File: src/rtl/core/pvp_pkg.sv
package pvp_pkg;

  localparam int CFG_IDX_W  = 3;
  localparam int CFG_DATA_W = 64;
  localparam int FRAC_BITS  = 16;
  localparam int COEF_SHIFT = 15;
  localparam int CHUNK_W    = 16;

  localparam logic [15:0] COEF_ONE = 16'h8000;

  localparam logic [CFG_IDX_W-1:0] CFG_KP       = 3'd0;
  localparam logic [CFG_IDX_W-1:0] CFG_KI_DT    = 3'd1;
  localparam logic [CFG_IDX_W-1:0] CFG_KD_DT    = 3'd2;
  localparam logic [CFG_IDX_W-1:0] CFG_FF       = 3'd3;
  localparam logic [CFG_IDX_W-1:0] CFG_D_COEF   = 3'd4;
  localparam logic [CFG_IDX_W-1:0] CFG_OUT_MIN  = 3'd5;
  localparam logic [CFG_IDX_W-1:0] CFG_OUT_MAX  = 3'd6;
  localparam logic [CFG_IDX_W-1:0] CFG_INT_BNDS = 3'd7;

  localparam logic [CFG_DATA_W-1:0] INT_BNDS_RST = 64'h7FFF_FFFF_8000_0000;

  typedef enum logic [1:0] {
    OP_VEL = 2'd0,
    OP_POS = 2'd1,
    OP_CLR = 2'd2,
    OP_NOP = 2'd3
  } opcode_t;

  typedef enum logic [2:0] {
    ST_IDLE,
    ST_LOAD,
    ST_MUL,
    ST_POS,
    ST_FIN
  } state_t;

  // one product each
  typedef enum logic [2:0] {
    TM_FILT_A,
    TM_FILT_B,
    TM_KP_DE,
    TM_KI_E,
    TM_KD_D,
    TM_FF,
    TM_KP_E
  } term_t;

endpackage

File: src/rtl/core/pvp_if.sv
interface pvp_in_if #(parameter int DATA_WIDTH = 32) ();
  logic                         valid;
  logic                         ready;
  logic [1:0]                   opcode;
  logic signed [DATA_WIDTH-1:0] setpoint;
  logic signed [DATA_WIDTH-1:0] measured;
  logic signed [DATA_WIDTH-1:0] feedforward;

  modport source (output valid, opcode, setpoint, measured, feedforward, input ready);
  modport sink (input valid, opcode, setpoint, measured, feedforward, output ready);
endinterface

interface pvp_out_if #(parameter int DATA_WIDTH = 32) ();
  logic                         valid;
  logic                         ready;
  logic signed [DATA_WIDTH-1:0] control_out;

  modport source (output valid, control_out, input ready);
  modport sink (input valid, control_out, output ready);
endinterface

File: src/rtl/core/pvp_mac.sv
module pvp_mac #(
  parameter int A_W = 33,
  parameter int B_W = 32
) (
  input  logic                                                 clk,
  input  logic                                                 rst,
  input  logic                                                 start,
  input  logic signed [A_W-1:0]                                a,
  input  logic signed [B_W-1:0]                                b,
  output logic signed [A_W+pvp_pkg::CHUNK_W*((B_W+pvp_pkg::CHUNK_W-1)/pvp_pkg::CHUNK_W)+1:0] prod,
  output logic                                                 done
);
  import pvp_pkg::*;

  localparam int NC = (B_W + CHUNK_W - 1) / CHUNK_W;
  localparam int XB = NC * CHUNK_W;
  localparam int PW = A_W + XB + 2;
  localparam int CW = (NC > 1) ? $clog2(NC) : 1;

  logic signed [A_W-1:0]       a_r;
  logic [XB-1:0]               b_r;
  logic [XB:0]                 bx;
  logic [CW-1:0]               rem;
  logic                        busy;
  logic signed [A_W-1:0]       ma;
  logic signed [CHUNK_W:0]     mb;
  logic signed [A_W+CHUNK_W:0] mult;
  logic signed [PW-1:0]        mult_x;
  logic signed [PW-1:0]        acc;

  // top chunk of b is signed, the rest go in unsigned, high to low
  assign bx     = {{(XB-B_W+1){b[B_W-1]}}, b};
  assign ma     = start ? a : a_r;
  assign mb     = start ? {bx[XB-1], bx[XB-1 -: CHUNK_W]} : {1'b0, b_r[XB-1 -: CHUNK_W]};
  assign mult   = ma * mb;
  assign mult_x = {{(PW-A_W-CHUNK_W-1){mult[A_W+CHUNK_W]}}, mult};
  assign done   = busy && (rem == '0);
  assign prod   = acc;

  always_ff @(posedge clk) begin
    if (rst) begin
      busy <= 1'b0;
      rem  <= '0;
    end else if (start) begin
      busy <= 1'b1;
      rem  <= CW'(NC - 1);
    end else if (busy) begin
      if (rem != '0) begin
        rem <= rem - 1'b1;
      end else begin
        busy <= 1'b0;
      end
    end
  end

  always_ff @(posedge clk) begin
    if (start) begin
      a_r <= a;
      b_r <= bx[XB-1:0] << CHUNK_W;
      acc <= mult_x;
    end else if (busy && rem != '0) begin
      b_r <= b_r << CHUNK_W;
      acc <= (acc <<< CHUNK_W) + mult_x;
    end
  end

endmodule

File: src/rtl/core/pid_velocity_positional.sv
// Velocity and positional items run each product through the single (DATA_WIDTH+1) x 17
// multiplier in turn, with NC = ceil(DATA_WIDTH/16) chunks per product; clear and unused
// opcodes go straight to the result. The next item is taken only once the result is
// loaded.
// A waiting result does not block the next accept.
// Synchronous active-high reset: registers to defaults, history and held output to zero, output valid cleared.
module pid_velocity_positional #(
  parameter int DATA_WIDTH = 32
) (
  input  logic                              clk,
  input  logic                              rst,
  input  logic                              cfg_we,
  input  logic [pvp_pkg::CFG_IDX_W-1:0]     cfg_idx,
  input  logic [pvp_pkg::CFG_DATA_W-1:0]    cfg_data,
  pvp_in_if.sink                            in_ch,
  pvp_out_if.source                         out_ch
);
  import pvp_pkg::*;

  localparam int W   = DATA_WIDTH;
  localparam int A_W = W + 1;
  localparam int NC  = (W + CHUNK_W - 1) / CHUNK_W;
  localparam int PW  = A_W + NC * CHUNK_W + 2;
  localparam int AW  = ((W > 32) ? W : 32) + 4;
  localparam int FSW = W + 17;

  localparam logic signed [W-1:0]  W_MAX = {1'b0, {(W-1){1'b1}}};
  localparam logic signed [W-1:0]  W_MIN = {1'b1, {(W-1){1'b0}}};
  localparam logic signed [AW-1:0] A_MAX = {{(AW-W+1){1'b0}}, {(W-1){1'b1}}};
  localparam logic signed [AW-1:0] A_MIN = {{(AW-W+1){1'b1}}, {(W-1){1'b0}}};
  localparam logic signed [PW-1:0] P_MAX = {{(PW-W+1){1'b0}}, {(W-1){1'b1}}};
  localparam logic signed [PW-1:0] P_MIN = {{(PW-W+1){1'b1}}, {(W-1){1'b0}}};

  function automatic logic signed [W-1:0] sat_a(input logic signed [AW-1:0] x);
    logic signed [W-1:0] r;
    if (x > A_MAX) r = W_MAX;
    else if (x < A_MIN) r = W_MIN;
    else r = x[W-1:0];
    return r;
  endfunction

  function automatic logic signed [W-1:0] sat_p(input logic signed [PW-1:0] x);
    logic signed [W-1:0] r;
    if (x > P_MAX) r = W_MAX;
    else if (x < P_MIN) r = W_MIN;
    else r = x[W-1:0];
    return r;
  endfunction

  function automatic logic signed [AW-1:0] ext_a(input logic signed [W-1:0] x);
    return {{(AW-W){x[W-1]}}, x};
  endfunction

  // configuration
  logic signed [W-1:0] kp, ki, kd, ffg, omin, omax;
  logic [15:0]         dcoef;
  logic [63:0]         ibnds;

  // controller state
  logic signed [W-1:0] e1, e2, integ, dfilt, ohold;

  // per-item work registers
  state_t              state, state_next;
  term_t               term, term_nx, sel_term, term_first;
  opcode_t             op_r, op_in;
  logic signed [W-1:0] e_r, ffi_r, p_r, f_r;
  logic [15:0]         c_r, c_in;
  logic signed [FSW-1:0] fsum, dsum;
  logic signed [AW-1:0]  tsum;
  logic                hold_r;
  logic                out_valid;
  logic signed [W-1:0] out_data;

  logic                in_fire, fin_go, last, mac_start, mac_done;
  logic signed [A_W-1:0] mac_a;
  logic signed [W-1:0]   mac_b;
  logic signed [PW-1:0]  prod, pshift;
  logic signed [W-1:0]   t, e_in, raw, de, dnew, isat, inew, rsat, rclamp, res;
  logic signed [AW-1:0]  pre, ix, imax_x, imin_x;
  logic                  hi, lo;

  assign in_ch.ready    = (state == ST_IDLE);
  assign in_fire        = in_ch.valid && in_ch.ready;
  assign out_ch.valid   = out_valid;
  assign out_ch.control_out = out_data;

  assign op_in      = opcode_t'(in_ch.opcode);
  assign term_first = (op_in == OP_POS) ? TM_KP_E : TM_FILT_A;
  assign c_in       = (dcoef > COEF_ONE) ? COEF_ONE : dcoef;
  assign e_in       = sat_a(ext_a(in_ch.setpoint) - ext_a(in_ch.measured));

  assign raw = sat_a(ext_a(e_r) - (ext_a(e1) <<< 1) + ext_a(e2));
  assign de  = sat_a(ext_a(e_r) - ext_a(e1));

  assign pshift = prod >>> FRAC_BITS;
  assign t      = sat_p(pshift);

  // filter: floor((c*df + (1-c)*raw) / 2^15)
  assign dsum = fsum + $signed(prod[FSW-1:0]);
  assign dnew = W'(dsum >>> COEF_SHIFT);

  assign last = ((op_r == OP_VEL) && (term == TM_FF)) ||
                ((op_r == OP_POS) && (term == TM_KI_E));

  always_comb begin
    case (term)
      TM_FILT_A: term_nx = TM_FILT_B;
      TM_FILT_B: term_nx = TM_KP_DE;
      TM_KP_DE:  term_nx = TM_KI_E;
      TM_KI_E:   term_nx = TM_KD_D;
      TM_KD_D:   term_nx = TM_FF;
      TM_FF:     term_nx = TM_KI_E;
      TM_KP_E:   term_nx = TM_FF;
      default:   term_nx = TM_FILT_A;
    endcase
  end

  assign mac_start = (state == ST_LOAD) || ((state == ST_MUL) && mac_done && !last);
  assign sel_term  = (state == ST_LOAD) ? term : term_nx;

  always_comb begin
    case (sel_term)
      TM_FILT_A: begin
        mac_a = {{(W-15){1'b0}}, c_r};
        mac_b = dfilt;
      end
      TM_FILT_B: begin
        mac_a = {{(W-15){1'b0}}, COEF_ONE - c_r};
        mac_b = raw;
      end
      TM_KP_DE: begin
        mac_a = {kp[W-1], kp};
        mac_b = de;
      end
      TM_KI_E: begin
        mac_a = {ki[W-1], ki};
        mac_b = e_r;
      end
      TM_KD_D: begin
        mac_a = {kd[W-1], kd};
        mac_b = dfilt;
      end
      TM_FF: begin
        mac_a = {ffg[W-1], ffg};
        mac_b = ffi_r;
      end
      TM_KP_E: begin
        mac_a = {kp[W-1], kp};
        mac_b = e_r;
      end
      default: begin
        mac_a = '0;
        mac_b = '0;
      end
    endcase
  end

  pvp_mac #(
    .A_W (A_W),
    .B_W (W)
  ) u_mac (
    .clk   (clk),
    .rst   (rst),
    .start (mac_start),
    .a     (mac_a),
    .b     (mac_b),
    .prod  (prod),
    .done  (mac_done)
  );

  // positional: hold the integrator while the output is pushed into a clamp
  assign pre = ext_a(p_r) + ext_a(integ) + ext_a(t);
  assign hi  = (pre >= ext_a(omax)) && !e_r[W-1] && (e_r != '0);
  assign lo  = (pre <= ext_a(omin)) && e_r[W-1];

  assign imax_x = {{(AW-32){ibnds[63]}}, ibnds[63:32]};
  assign imin_x = {{(AW-32){ibnds[31]}}, ibnds[31:0]};
  assign isat   = sat_a(ext_a(integ) + ext_a(t));

  always_comb begin
    ix = ext_a(isat);
    if (ix > imax_x) ix = imax_x;
    if (ix < imin_x) ix = imin_x;
    inew = sat_a(ix);
  end

  // upper clamp first, so crossed limits give the minimum
  always_comb begin
    rsat   = sat_a(tsum);
    rclamp = rsat;
    if (rclamp > omax) rclamp = omax;
    if (rclamp < omin) rclamp = omin;
    res = ((op_r == OP_VEL) || (op_r == OP_POS)) ? rclamp : ohold;
  end

  assign fin_go = (state == ST_FIN) && (!out_valid || out_ch.ready);

  always_comb begin
    state_next = state;
    case (state)
      ST_IDLE: begin
        if (in_fire) begin
          state_next = ((op_in == OP_VEL) || (op_in == OP_POS)) ? ST_LOAD : ST_FIN;
        end
      end
      ST_LOAD: state_next = ST_MUL;
      ST_MUL: begin
        if (mac_done && last) begin
          state_next = (op_r == OP_POS) ? ST_POS : ST_FIN;
        end
      end
      ST_POS: state_next = ST_FIN;
      ST_FIN: begin
        if (fin_go) state_next = ST_IDLE;
      end
      default: state_next = ST_IDLE;
    endcase
  end

  always_ff @(posedge clk) begin
    if (rst) begin
      state     <= ST_IDLE;
      term      <= TM_FILT_A;
      out_valid <= 1'b0;
      kp        <= '0;
      ki        <= '0;
      kd        <= '0;
      ffg       <= '0;
      dcoef     <= '0;
      omin      <= W_MIN;
      omax      <= W_MAX;
      ibnds     <= INT_BNDS_RST;
      e1        <= '0;
      e2        <= '0;
      integ     <= '0;
      dfilt     <= '0;
      ohold     <= '0;
    end else begin
      state <= state_next;

      if (in_fire) begin
        term <= term_first;
      end else if (mac_start) begin
        term <= sel_term;
      end

      if (cfg_we) begin
        case (cfg_idx)
          CFG_KP:       kp    <= cfg_data[W-1:0];
          CFG_KI_DT:    ki    <= cfg_data[W-1:0];
          CFG_KD_DT:    kd    <= cfg_data[W-1:0];
          CFG_FF:       ffg   <= cfg_data[W-1:0];
          CFG_D_COEF:   dcoef <= cfg_data[15:0];
          CFG_OUT_MIN:  omin  <= cfg_data[W-1:0];
          CFG_OUT_MAX:  omax  <= cfg_data[W-1:0];
          CFG_INT_BNDS: ibnds <= cfg_data;
          default: ;
        endcase
      end

      if ((state == ST_MUL) && mac_done) begin
        if (term == TM_FILT_B) dfilt <= dnew;
        if ((term == TM_KI_E) && (op_r == OP_POS) && !hold_r) integ <= inew;
      end

      if (fin_go) begin
        out_valid <= 1'b1;
        ohold     <= res;
        case (op_r)
          OP_VEL: begin
            e2 <= e1;
            e1 <= e_r;
          end
          OP_POS: e1 <= e_r;
          OP_CLR: begin
            e1    <= '0;
            e2    <= '0;
            integ <= '0;
            dfilt <= '0;
          end
          default: ;
        endcase
      end else if (out_ch.ready) begin
        out_valid <= 1'b0;
      end
    end
  end

  always_ff @(posedge clk) begin
    if (in_fire) begin
      op_r  <= op_in;
      e_r   <= e_in;
      ffi_r <= in_ch.feedforward;
      c_r   <= c_in;
    end

    if ((state == ST_MUL) && mac_done) begin
      case (term)
        TM_FILT_A: fsum <= $signed(prod[FSW-1:0]);
        TM_KP_DE:  tsum <= ext_a(ohold) + ext_a(t);
        TM_KI_E: begin
          if (op_r == OP_VEL) tsum <= tsum + ext_a(t);
        end
        TM_KD_D:   tsum <= tsum + ext_a(t);
        TM_FF: begin
          if (op_r == OP_VEL) begin
            tsum <= tsum + ext_a(t);
          end else begin
            f_r    <= t;
            hold_r <= hi || lo;
          end
        end
        TM_KP_E:   p_r <= t;
        default: ;
      endcase
    end

    if (state == ST_POS) begin
      tsum <= ext_a(p_r) + ext_a(integ) + ext_a(f_r);
    end

    if (fin_go) begin
      out_data <= res;
    end
  end

endmodule

File: src/flat_wrapper.sv
// flat-port wrapper written by rule: the top's interface ports become plain ports
module pid_velocity_positional_flat import pvp_pkg::*;
#(
  parameter int DATA_WIDTH = 32
)
  (clk, rst, cfg_we, cfg_idx, cfg_data, in_ch_valid, in_ch_opcode, in_ch_setpoint, in_ch_measured, in_ch_feedforward, in_ch_ready, out_ch_valid, out_ch_control_out, out_ch_ready);
  pvp_in_if #(.DATA_WIDTH(DATA_WIDTH)) in_ch_i ();
  pvp_out_if #(.DATA_WIDTH(DATA_WIDTH)) out_ch_i ();
  input  logic clk;
  input  logic rst;
  input  logic cfg_we;
  input  logic [pvp_pkg::CFG_IDX_W-1:0] cfg_idx;
  input  logic [pvp_pkg::CFG_DATA_W-1:0] cfg_data;
  input wire logic [$bits(in_ch_i.valid)-1:0] in_ch_valid;
  input wire logic [$bits(in_ch_i.opcode)-1:0] in_ch_opcode;
  input wire logic [$bits(in_ch_i.setpoint)-1:0] in_ch_setpoint;
  input wire logic [$bits(in_ch_i.measured)-1:0] in_ch_measured;
  input wire logic [$bits(in_ch_i.feedforward)-1:0] in_ch_feedforward;
  output wire logic [$bits(in_ch_i.ready)-1:0] in_ch_ready;
  output wire logic [$bits(out_ch_i.valid)-1:0] out_ch_valid;
  output wire logic [$bits(out_ch_i.control_out)-1:0] out_ch_control_out;
  input wire logic [$bits(out_ch_i.ready)-1:0] out_ch_ready;
  assign in_ch_i.valid = in_ch_valid;
  assign in_ch_i.opcode = in_ch_opcode;
  assign in_ch_i.setpoint = in_ch_setpoint;
  assign in_ch_i.measured = in_ch_measured;
  assign in_ch_i.feedforward = in_ch_feedforward;
  assign in_ch_ready = in_ch_i.ready;
  assign out_ch_valid = out_ch_i.valid;
  assign out_ch_control_out = out_ch_i.control_out;
  assign out_ch_i.ready = out_ch_ready;
  pid_velocity_positional #(.DATA_WIDTH(DATA_WIDTH)) u_core (.clk(clk), .rst(rst), .cfg_we(cfg_we), .cfg_idx(cfg_idx), .cfg_data(cfg_data), .in_ch(in_ch_i), .out_ch(out_ch_i));
endmodule
File: config.mk
export PLATFORM = sky130hd
export DESIGN_NAME = pid_velocity_positional_flat
export DESIGN_NICKNAME = d
export VERILOG_FILES = /design/src/rtl/core/pvp_pkg.sv /design/src/rtl/core/pvp_if.sv /design/src/rtl/core/pvp_mac.sv /design/src/rtl/core/pid_velocity_positional.sv /design/src/flat_wrapper.sv
export SDC_FILE = /design/constraint.sdc
export NUM_CORES = 2
export LEC_CHECK = 0
export ABC_CLOCK_PERIOD_IN_PS = 12300
export BUFFER_PORTS_ARGS = -buffer_cell sky130_fd_sc_hd__buf_2
export CAP_MARGIN = 20
export CORE_UTILIZATION = 50
export DETAILED_ROUTE_END_ITERATION = 7
export PLACE_DENSITY = 0.78
export SLEW_MARGIN = 40
export SYNTH_ARGS = -nofsm -noshare
export SYNTH_HDL_FRONTEND = slang
export SYNTH_SLANG_ARGS = --single-unit
File: constraint.sdc
create_clock -name clk -period 12.3 [get_ports clk]
set_input_delay 2.46 -clock clk [delete_from_list [all_inputs] [get_ports clk]]
set_output_delay 2.46 -clock clk [all_outputs]
set_load 0.1 [all_outputs]
---- Word-level counts from Yosys, hierarchy flattened ----
Index checks and enable logic that the tools add are counted.
storage, ports and cells
  register bits after elaboration ......... 819
  input bits .............................. 170
  output and inout port bits .............. 34
  word-level logic and storage cells ...... 218
cells by class
  add/sub/neg operators ................... 14
  $mul .................................... 1
  $lt $le $gt $ge ......................... 21
  equal/unequal tests ..................... 30
  multiplexer cells ....................... 59
  bitwise logic cells ..................... 2
  reduce and logical (&&, ||, !) cells .... 60
operators with widths
  cell                                                          count
  two-way mux 32 bit                                            26
  > comparator 36 x 32 -> 1 bit, second input constant          6
  less-than comparator 36 x 32 -> 1 bit, second input constant  6
  case mux 33 bit (6 select lines)                              1
  two-way mux 36 bit                                            5
  case mux 32 bit (5 select lines)                              1
  two-way mux 67 bit                                            2
  case mux 32 bit (2 select lines)                              2
  case mux 36 bit (3 select lines)                              1
  adder 32 x 32 -> 33 bit                                       3
  adder 33 x 32 -> 34 bit                                       2
  adder 67 x 50 -> 67 bit                                       1
  subtractor 32 x 32 -> 33 bit                                  2
  > comparator 32 bit                                           2
  > comparator 51 x 32 -> 1 bit, second input constant          1
  less-than comparator 51 x 32 -> 1 bit, second input constant  1
  multiplier 33 x 17 -> 50 bit                                  1
  adder 47 bit                                                  1
  adder 36 x 32 -> 36 bit                                       1
  greater-or-equal comparator 36 x 32 -> 1 bit                  1
  less-or-equal comparator 36 x 32 -> 1 bit                     1
  less-than comparator 36 x 32 -> 1 bit                         1
  adder 34 x 32 -> 35 bit                                       1
  subtractor 32 x 33 -> 34 bit                                  1
  29 further kinds                                              117

---- Longest topological paths before layout ----
  depth in word-level cells ............... 18
  gate-level depth with buffers ........... 55
  mapped depth without buffers ............ 52

---- Cells and area by module ----
Synthesis repeated with hierarchy kept, for this count alone.
unflattened totals
  cells, all modules ...................... 8890
  area total of the unflattened synthesis .. 76304.4 µm²
by module, submodules not included
  module                   times used  cells an instance  area each (µm²)  seq. area each (µm²)
  pid_velocity_positional  1           6095               50623.6          16656.0
  pvp_mac                  1           2795               25680.9          3193.1

---- Worst setup path before layout ----
OpenSTA, ideal clock, no wires.
  kind .................................... reg-to-reg
  from .................................... register u_core.e_r[12]
  to ...................................... register u_core.u_mac.acc[66] (netlist: u_core.u_mac.prod[66]), data pin
  setup time .............................. 0.300 ns
  arrival time ............................ 12.353 ns
  setup slack ............................. -0.353 ns
  cell stages (with the launch flop) ...... 52
  cell sequence ........................... edfxtp_1 > inv_1 > fa_1 > inv_1 > ha_1 > and3_4 > and2_1 > a221o_1 > or2_4 > a41o_1 > a21oi_2 > xor2_1 > o211ai_1 > a32oi_2 > buf_6 > o211ai_4 > nand2_2 > buf_6 > [16 not listed] > a21oi_1 > o221a_2 > o21ai_1 > a211oi_1 > xnor2_1 > ha_1 > clkbuf_1 > a21o_1 > a21o_1 > a21o_1 > a21o_1 > a21oi_1 > nand2_1 > a31oi_1 > o21ai_0 > xor2_1 > nand2_1 > xnor2_1
between the ends
  cells in the longest elaborated chain, start to end .. 11
ends and longest elaborated chain
  what                                   line                            RTL
  start: declaration                     pid_velocity_positional.sv:66   logic signed [W-1:0] e_r, ffi_r, p_r, f_r;
  start signal: assignment               pid_velocity_positional.sv:292  e_r <= e_in;
  subtractor 32 x 33 -> 34 bit           pid_velocity_positional.sv:92   assign raw = sat_a(ext_a(e_r) - (ext_a(e1) <<< 1) + ext_a(e2));
  adder 34 x 32 -> 35 bit                pid_velocity_positional.sv:92
  less-than comparator 36 x 32 -> 1 bit  pid_velocity_positional.sv:37   else if (x < A_MIN) r = W_MIN;
  two-way mux 32 bit                     pid_velocity_positional.sv:37
  two-way mux 32 bit                     pid_velocity_positional.sv:36   if (x > A_MAX) r = W_MAX;
  case mux 32 bit (5 select lines) *     pid_velocity_positional.sv:122  case (sel_term)
  two-way mux 17 bit *                   pvp_mac.sv:34                   assign mb = start ? {bx[XB-1], bx[XB-1 -: CHUNK_W]} : {1'b0, b_r[XB-1 -: CHUNK_W]};
  multiplier 33 x 17 -> 50 bit *         pvp_mac.sv:35                   assign mult = ma * mb;
  adder 67 x 50 -> 67 bit                pvp_mac.sv:63                   acc <= (acc <<< CHUNK_W) + mult_x;
  two-way mux 67 bit                     pvp_mac.sv:61                   end else if (busy && rem != '0) begin
  two-way mux 67 bit *                   pvp_mac.sv:57                   if (start) begin
  end signal: assignment                 pvp_mac.sv:60                   acc <= mult_x;
  end signal: assignment                 pvp_mac.sv:63
  end: declaration                       pvp_mac.sv:29                   logic signed [PW-1:0] acc;
Every way passes the cells marked *; elsewhere a longest branch is shown, timed or not. The select of a mux whose other input is x is not followed.
A chain may end at the register's enable or synchronous reset.

---- Worst setup path after layout ----
  from .................................... register u_core.e_r[12]
  to ...................................... register u_core.u_mac.acc[63] (netlist: u_core.u_mac.prod[63]), data pin
Same word-level chain as after synthesis.

==> results_tabular.tex <==
\begin{tabular}{lr}
\hline
Metric & Value \\
\hline
\multicolumn{2}{l}{\textbf{Logic synthesis}} \\
\quad Combined area of all synthesized cells & 0.0765 sq mm \\
\quad Top cell type's share of synthesized area & 15.1\% \\
\quad Synth Net Count & 10400 \\
\quad Synthesis warning total & 0 \\
\quad Post-synthesis sequential element count & 819 \\
\quad Most instantiated library cell after synthesis & nand2\_1 \\
\quad Largest area contributor in the netlist & fa\_1 \\
\quad EDFF count, synth & 345 \\
\quad Leading cell types by total area after synthesis & fa\_1 (15\%), edfxtp\_1 (14\%), dfxtp\_1 (12\%) \\
\quad Sequential area share after synthesis & 26.0\% \\
\quad Leading cell types by count after synthesis & nand2\_1 (1204), inv\_1 (989), nor2\_1 (768) \\
\quad Top FF cell, synth & dfxtp\_1 \\
\quad Number of distinct standard cells referenced by the synthesized netlist & 104 \\
\quad Instance count of the mapped netlist & 8903 \\
\quad FFs w/ async S/R, synth & 0\% \\
\quad Average footprint of a synthesized cell & 8.59 sq um \\
\multicolumn{2}{l}{\textbf{Die}} \\
\quad Floorplan die area & 0.155 sq mm \\
\quad Y dimension of the die & 393 microns \\
\quad Core outline area & 0.152 sq mm \\
\quad Placement Rows & 143 \\
\quad Horizontal extent of the die & 393 microns \\
\quad I/O pin total & 204 \\
\quad Initial cell density of the core & 50.3\% \\
\multicolumn{2}{l}{\textbf{CTS}} \\
\quad Maximum level of the CTS H-tree & 3 \\
\quad Clk\_lat worst skew & 750 ps \\
\quad Clock slew at reported path FFs & 60 ps \\
\quad Max Buffers Root-to-Sink & 3 \\
\quad Number of buffers added by the clock tree synthesis step & 96 \\
\quad CTS Root Cell & clkbuf\_16 \\
\quad TritonCTS Sinks & 819 \\
\quad Clock tree from TritonCTS & built \\
\multicolumn{2}{l}{\textbf{Placed design}} \\
\quad Quantity of I/O buffers inserted on ports & 203 \\
\quad Final HPWL from detailed placement & 223000 microns \\
\quad Cell Count Post-Placement & 11600 \\
\quad Gpl congestion & 1.04 \\
\multicolumn{2}{l}{\textbf{Setup path}} \\
\quad Endpoint class of the critical path & register \\
\quad Most prevalent standard cell on the critical path & fa\_1 \\
\quad Stage delay of the slowest cell on the critical path & 550 ps \\
\quad Critical-path cell with the highest stage delay & fa\_1 \\
\quad R2R Setup Slk & -180 ps \\
\quad Data arrival time at the worst-slack endpoint & 12930 ps \\
\quad Capture instance of the worst register-to-register path & u\_core.u\_mac.prod[63] \\
\quad Type of the worst setup path & reg2reg \\
\quad Startpoint Class & register \\
\quad Worst endpoint required time & 12750 ps \\
\quad Depth of the worst register-to-register path & 53 \\
\quad R2R Path Start & u\_core.e\_r[12] \\
\quad Maximum fanout along the worst path & 5 \\
\multicolumn{2}{l}{\textbf{Min path}} \\
\quad Hold Crit Class & reg2reg \\
\quad Hold-critical path endpoint & u\_core.kd[13] \\
\quad Min-delay src & u\_core.kd[13] \\
\quad Worst Hold Path Cells & 2 \\
\multicolumn{2}{l}{\textbf{Route}} \\
\quad Routed met1 length & 109000 microns \\
\quad Via count & 70400 \\
\quad Final routed wirelength across all metal layers & 284000 microns \\
\quad Uppermost signal routing layer after detailed routing & met5 \\
\quad Detailed Route Iter0 Violations & 7259 \\
\quad Routed wl met2 & 127000 microns \\
\quad Average detailed-routed wire length per instance & 24.1 microns \\
\quad Pre-antenna DRT Iters & 8 \\
\quad Number of remaining DRC errors & 10 \\
\quad Antenna-violating nets left & 0 \\
\quad Vias per inst & 5.96 \\
\quad WL met3 & 25900 microns \\
\multicolumn{2}{l}{\textbf{STA}} \\
\quad Unrepaired setup endpoints after global routing & yes \\
\quad Slew Viols, Final & 0 \\
\quad Post-route clock skew & 46.8 ps \\
\quad Final setup violation count & 12 \\
\quad Final-layout setup total negative slack & -1420 ps \\
\quad Slew Limit Headroom & 36.2\% \\
\quad Highest clock rate & 80.1 MHz \\
\quad Final clock period utilization by the worst path & 101\% \\
\quad Min Clock Period, post-route & 12480 ps \\
\quad Tightest Pin Transition & 950 ps \\
\quad Hold Violations, Final & 0 \\
\quad Final WS setup & -181 ps \\
\multicolumn{2}{l}{\textbf{GRT}} \\
\quad Global-route wire length before repair & 424000 microns \\
\quad Number of global-route vias before repair & 69600 \\
\quad All-Layer GR Usage & 36.4\% \\
\quad Total global routing overflow & 0 \\
\quad Pin count of the biggest net entering global routing & 128 \\
\quad Number of antenna violations at the first check in global routing & 15 \\
\multicolumn{2}{l}{\textbf{Status}} \\
\quad Failing checks & design-rule violations, negative setup slack \\
\quad Result of the run & finished, violations left \\
\multicolumn{2}{l}{\textbf{Cells and area}} \\
\quad Count of nets after finishing & 11200 \\
\quad Layout cells sized above 1 & 16.3\% \\
\quad Synthesis-to-finish area growth & 17.9\% \\
\quad Post-route insts no fill & 11800 \\
\multicolumn{2}{l}{\textbf{Run}} \\
\quad \# Max-Cap Violations & 0 \\
\hline
\end{tabular}
## routing by layer
metal | global-route usage [%] | up-vias
met5 | 0 | -
met4 | 24.3 | 14
met3 | 6.79 | 907
met2 | 57.7 | 3589
met1 | 45.2 | 33900
li1 | - | 32000
## placed cells by master (no fill, tap or decap), types with 22 or more instances in the layout
cell type / netlist / layout
a21oi_1: 760 / 730
or2_2: 27 / 22
buf_2: 34 / 202
ha_1: 709 / 687
mux2i_1: 83 / 82
o211ai_1: 32 / 32
a21o_1: 290 / 288
and3_1: 51 / 50
fa_1: 578 / 564
nor2_1: 768 / 736
nor4_1: 32 / 31
buf_6: 10 / 35
xor2_1: 137 / 133
o21a_1: 98 / 97
nor3_1: 74 / 66
nand4_1: 88 / 88
nand3_1: 146 / 144
dfxtp_1: 474 / 471
edfxtp_1: 345 / 345
a21oi_2: 5 / 31
inv_1: 989 / 967
buf_4: 19 / 805
xnor2_1: 248 / 239
mux2_2: 45 / 45
inv_2: 3 / 25
a222oi_1: 43 / 43
nand2_1: 1204 / 1198
o21bai_1: 52 / 52
a22oi_1: 89 / 89
clkbuf_16: 0 / 98
clkinv_1: 24 / 34
a31oi_1: 62 / 54
o21ai_0: 358 / 332
o21ai_1: 14 / 23
nand3b_1: 68 / 68
nor2b_1: 106 / 106
nand2b_1: 79 / 76
a211oi_1: 80 / 71
and2_1: 43 / 40
## logic make-up after synthesis
logic type	count (synthesis)	share of synthesized area (%)
flip-flops	819	26.0
XOR/XNOR	386	4.44
AND/OR/NAND/NOR	2752	15.9
multiplexers	128	1.75
AO/OA/AOI/OAI	2128	17.9
adder cells (fa/ha/maj)	1299	26.9
buffers and inverters	1391	7.14
## stage by stage
step | hold WS (ps) | area, sq um | worst slack [ps] | util (%)
6_report | 456 | 90200 | -181 | 59.4
3_3_place_gp | 438 | 84700 | -635 | 55.8
2_1_floorplan | 431 | 76500 | 17.3 | -
5_1_grt | 471 | 90200 | -570 | 59.4
3_5_place_dp | 442 | 84900 | -830 | 55.9
4_1_cts | 451 | 89400 | 5.25 | 58.9
## final cells by class
cell class / instances / area (sq um)
clock inverters: 64 / 764
diodes: 6 / 15.0
fillers: 13100 / 61700
repair buffers: 1069 / 8000
flip-flops and latches: 819 / 19900
inverters: 1016 / 3810
well taps: 2030 / 2540
clock buffers: 117 / 2590
multi-input cells: 6693 / 52600
## state kept, by name, summed over array words and instances (netlist names), 33 cells and up
| signal | cells |
|---|---|
| u_core.u_mac.a_r | 33 |
| u_core.ibnds | 64 |
| u_core.u_mac.prod | 67 |
| u_core.fsum | 47 |
| u_core.tsum | 36 |
## timing repair
action / 4_1_cts / 5_1_grt
endpoints found under the setup margin: 30 / 31
pin swaps: 97 / 120
buffers inserted: 43 / 22
resized for setup: 171 / 131
cloned: 2 / 0
hold buffers: 0 / 0
## worst max path at each step
stage | from | to | slack (ps) | cells after the start
finish | u_core.e_r[12] | u_core.u_mac.prod[63] | -180 | 53
detailed placement | u_core.e_r[12] | u_core.u_mac.prod[63] | -830 | 51
global placement | u_core.e_r[2] | u_core.u_mac.prod[63] | -640 | 49
global route | u_core.e_r[12] | u_core.u_mac.prod[65] | -570 | 56
CTS | u_core.e_r[13] | u_core.u_mac.prod[63] | 5 | 55
floorplan | u_core.e_r[12] | u_core.u_mac.prod[63] | 20 | 51
## critical path: cells and delay by family, from the launching register on
family / cells / cell delay, ps
AO/OA/AOI/OAI: 19 / 3550
buffers and inverters: 10 / 1000
AND/OR/NAND/NOR: 11 / 2360
multiplexers: 1 / 190
adder cells (fa/ha/maj): 10 / 4410
flip-flops: 1 / 380
XOR/XNOR: 2 / 280
Power is not shown: default switching activity piles up to over one toggle a cycle in this logic, so the estimate is an artifact.
